**config.mk**
```make
export PLATFORM = sky130hd
export DESIGN_NAME = fid_flag_ram
export DESIGN_NICKNAME = d
export VERILOG_FILES = /design/src/fid_pkg.sv /design/src/fid_flag_ram.sv
export SDC_FILE = /design/constraint.sdc
export NUM_CORES = 1
export LEC_CHECK = 0
export BUFFER_PORTS_ARGS = -buffer_cell sky130_fd_sc_hd__buf_2
export CAP_MARGIN = 0
export CORE_MARGIN = 10
export CORE_UTILIZATION = 55
export CTS_CLUSTER_SIZE = 8
export DETAILED_ROUTE_END_ITERATION = 8
export PLACE_DENSITY = 0.69
export SLEW_MARGIN = 20
export SYNTH_ARGS = -nofsm -noshare
export SYNTH_HDL_FRONTEND = slang
export SYNTH_SLANG_ARGS = --single-unit
```
**constraint.sdc**
```tcl
create_clock -name i_clk -period 4.18 [get_ports i_clk]
set_input_delay 0.627 -clock i_clk [delete_from_list [all_inputs] [get_ports i_clk]]
set_output_delay 0.627 -clock i_clk [all_outputs]
set_load 0.1 [all_outputs]
```
**src/fid_pkg.sv**
```systemverilog
// ----------------------------------------------------------------------------
// fid_pkg
// Shared types and constants of the free identifier stack allocator.
// ----------------------------------------------------------------------------
package fid_pkg;

    localparam int ID_COUNT = 1024;
    localparam int ID_W     = $clog2(ID_COUNT);
    localparam int CNT_W    = $clog2(ID_COUNT + 1);

    typedef enum logic [1:0] {
        CMD_GET     = 2'd0,
        CMD_CHECK   = 2'd1,
        CMD_RELEASE = 2'd2,
        CMD_NOP     = 2'd3
    } t_cmd;

    typedef enum logic [1:0] {
        STAT_OK     = 2'd0,
        STAT_EMPTY  = 2'd1,
        STAT_RANGE  = 2'd2,
        STAT_DOUBLE = 2'd3
    } t_status;

    typedef enum logic [1:0] {
        S_CLEAR,
        S_IDLE,
        S_EXEC
    } t_state;

    // Shift controls broadcast to every stack cell
    typedef struct packed {
        logic load;
        logic push;
        logic pop;
    } t_stk_ctrl;

endpackage

```
**src/fid_flag_ram.sv**
```systemverilog
// ----------------------------------------------------------------------------
// fid_flag_ram
// Free flag memory, one bit per identifier, registered read.
// ----------------------------------------------------------------------------
module fid_flag_ram (
    input  logic                      i_clk,
    input  logic                      i_we,
    input  logic [fid_pkg::ID_W-1:0]  i_waddr,
    input  logic                      i_wdata,
    input  logic [fid_pkg::ID_W-1:0]  i_raddr,
    output logic                      o_rdata
);

    logic r_mem [fid_pkg::ID_COUNT];
    logic r_rdata;

    always_ff @(posedge i_clk) begin
        if (i_we) begin
            r_mem[i_waddr] <= i_wdata;
        end
    end

    always_ff @(posedge i_clk) begin
        r_rdata <= r_mem[i_raddr];
    end

    assign o_rdata = r_rdata;

endmodule

```
==> qor.yml <==
outcome:
  outcome: "completed"
worst_setup_path:
  endpoint_kind: "flip-flop"
  crit_family: "multiplexers"
  cp.required_ns: 4.76
  cp_num_buf_inv: 3
  start_kind: "primary input"
  worst-setup-path-type: "primary input to flip-flop"
  cp.arrival_ns: 3.55
  crit_path_frequent_cell: "mux4_2"
  cp_slowest_cell: "mux4_2"
  critical_path.max_stage_delay_ns: 0.50
  cp_max_fo: 31
  crit_chain: "buf_8 -> buf_12 -> buf_4 -> mux4_2 -> mux4_2 -> a31oi_1 -> a311oi_1 -> nor4_1 -> o2111ai_1"
cells_and_area:
  instances_no_fill: 4201
  layout-drive-gt1-share_pct: 18.0
  multiInputGateArea_um2: 12600
  area_growth_pct: 12.1
  fillerInstances: 5725
  area.sequential_um2: 30800
  nNetsFinal: 3139
clocking:
  clockBufferDepth: 3
  clkLatencyLatePin_ns: 0.71
  cts_root_buffer: "clkbuf_16"
  htreeDepth: 4
  numClockSinks: 1025
  cts_inserted_buffers: 146
  cts_tree: "built"
  clkTransAtPathRegs_ns: 0.05
  post_cts_resized: 0
  hold_buffers: 0
  post_cts_buffers: 0
floorplan:
  num_rows: 104
  start_util_pct: 55.4
  core_area_um2: 80500
  io_pins: 24
  die_area_um2: 93000
  die_x_um: 305
  dieHeight_um: 305
synth:
  ys_seq_area_share_pct: 68.9
  syn_inst: 3112
  yosys.area.top_type_share_pct: 68.9
  syn_area_per_cell_um2: 14.3
  synth_cell_types: 56
  synth-seq-cells: 1025
  synth_flop_cell: "edfxtp_1"
  synth_edf_count: 1024
  synth_nets: 3135
  async_flop_share_pct: 0
  syn-cell-area_um2: 44700
  synth_area_leaders: "edfxtp_1 (69%), mux4_2 (10%), nor2_1 (8.7%)"
  synth_top_area_cell: "edfxtp_1"
  yosys_warnings: 0
power:
  p_per_area_nw_per_um2: 458
  ir_worst_vdd_uv: 374
  total_power_w: 0.0229
  power_leakage_nw: 15.2
route:
  ant_nets: 0
  vias: 27900
  drt_iter0_drc: 4185
  avgViaCountPerCell: 6.65
  firstDrtPassIters: 6
  wl_um: 126000
  wl_per_cell_um: 30.0
  drcViolationCount: 0
timing:
  setup_viol: 0
  rsz0062_at_grt: "false"
  max_freq_ghz: 0.337
  hold_violations: 0
  fin_ws_ns: 1.21
  clock_skew_ns: 0.0163
  maxSlewViolCount: 0
  maxSlewHeadroom_pct: 27.8
  post-route-period-util_pct: 71.1
  fin_crit_ns: 2.97
  worst_slew_pin_slew_ns: 1.08
  finalSetupTns_ns: 0
  hold_ws_ns: 0.345
grt:
  grt_pass1_vias: 27600
  overflow: 0
  track_usage_pct: 26.7
  grt_pass1_wl_um: 183000
  grt_start_max_net_pins: 132
  grt_antenna_before_repair: 8
flow_run:
  maxCapViolCount: 0
placement:
  post-place-ws_ns: 0.556
  place_congestion: 0.862
  portBuffers: 23
  dpl.cell_count: 4028
  place_hpwl_um: 66900
min_path:
  hold_path_class: "primary input to flip-flop"
power breakdown:
part	total (W)	switching [W]	internal (W)
Clock	0.0104	0.00410	0.00628
Combinational	0.00118	0.000777	0.000400
Sequential	0.0113	0.00000692	0.0113
worst register-to-register path, cell delays in order, from the launching register on:
cell	delay, ns
edfxtp_1	0.36
mux4_2	0.49
mux4_2	0.46
nor2b_1	0.14
a31oi_1	0.41
a311oi_1	0.26
nor4_1	0.22
o2111ai_1	0.13
registers in the layout (all words and copies together) (netlist names):
name,count
r_mem,1024
o_rdata,1
cell usage after synthesis, drive strengths merged, types with 3 or more instances:
cell,instances
o221ai,49
and3,4
a31oi,4
nand2,86
clkbuf,189
nand4,10
buf,114
nand2b,8
nor4,5
mux4,214
edfxtp,1024
nand3,37
nor3b,8
nor2b,11
a22o,4
inv,4
o21ai,13
mux2i,123
and2,6
and3b,3
a211oi,4
nor2,1036
a21oi,37
o22ai,28
nor3,37
a2111oi,6
a22oi,17
a311oi,3
mux2,3
layout make-up:
class	count	area share, %
Sequential cell	1025	61.5
Timing Repair Buffer	159	2.90
Inverter	6	0.0450
Tap cell	1060	2.65
Multi-Input combinational cell	1778	25.1
Antenna cell	4	0.0200
Clock buffer	157	7.51
Clock inverter	12	0.292
stage by stage:
| stage | util [%] | cell area (um^2) |
|---|---|---|
| 2_1_floorplan | - | 44700 |
| 3_3_place_gp | 57.3 | 46100 |
| 3_5_place_dp | 57.3 | 46100 |
| 4_1_cts | 62.1 | 50000 |
| 5_1_grt | 62.1 | 50000 |
| 6_report | 62.1 | 50100 |
worst paths after layout:
path	cells past startpoint	slack, ns	startpoint	endpoint
min	2	0.34	i_raddr[6]	o_rdata
max	9	1.21	i_raddr[0]	o_rdata
min reg2reg	6	1.22	r_mem[627]	o_rdata
max reg2reg	7	1.58	r_mem[152]	o_rdata
layout by cell type (no fill, tap or decap), types with 5 or more instances in the layout:
cell type	netlist	layout
clkbuf_1	186	8
buf_4	13	113
a2111oi_0	6	5
nand2b_1	8	7
nand3_1	37	13
a21oi_1	37	37
o221ai_1	49	49
nand4_1	10	10
o22ai_1	28	28
a22oi_1	17	17
and2_1	6	6
buf_2	19	20
o21ai_0	11	11
mux4_1	14	14
nor3_1	37	37
clkbuf_16	0	149
nor4_1	5	5
buf_12	3	23
nor2_1	1036	1036
edfxtp_1	1024	1024
inv_6	0	6
mux4_2	200	200
nor3b_1	8	8
nand2_1	86	77
nor2b_1	11	11
nand3_2	0	24
mux2i_1	123	123
nand2_2	0	9
cells by family after synthesis:
kind of cell	after synthesis	synth area share, %
compound gates	178	2.83
flops	1025	68.9
simple gates	1260	11.2
mux	340	13.7
buf+inv	309	3.30
layer usage:
metal | share of wire (%) | wire length, um | global-route usage, % | up-vias
li1 | - | - | - | 11500
met1 | 35 | 44700 | 34.4 | 14200
met2 | 48 | 59900 | 42.5 | 1900
met5 | 0.041 | 52 | 0 | -
met3 | 13 | 15800 | 7.08 | 365
met4 | 4.4 | 5500 | 11.8 | 8
Power figures use the tool's default switching activity.
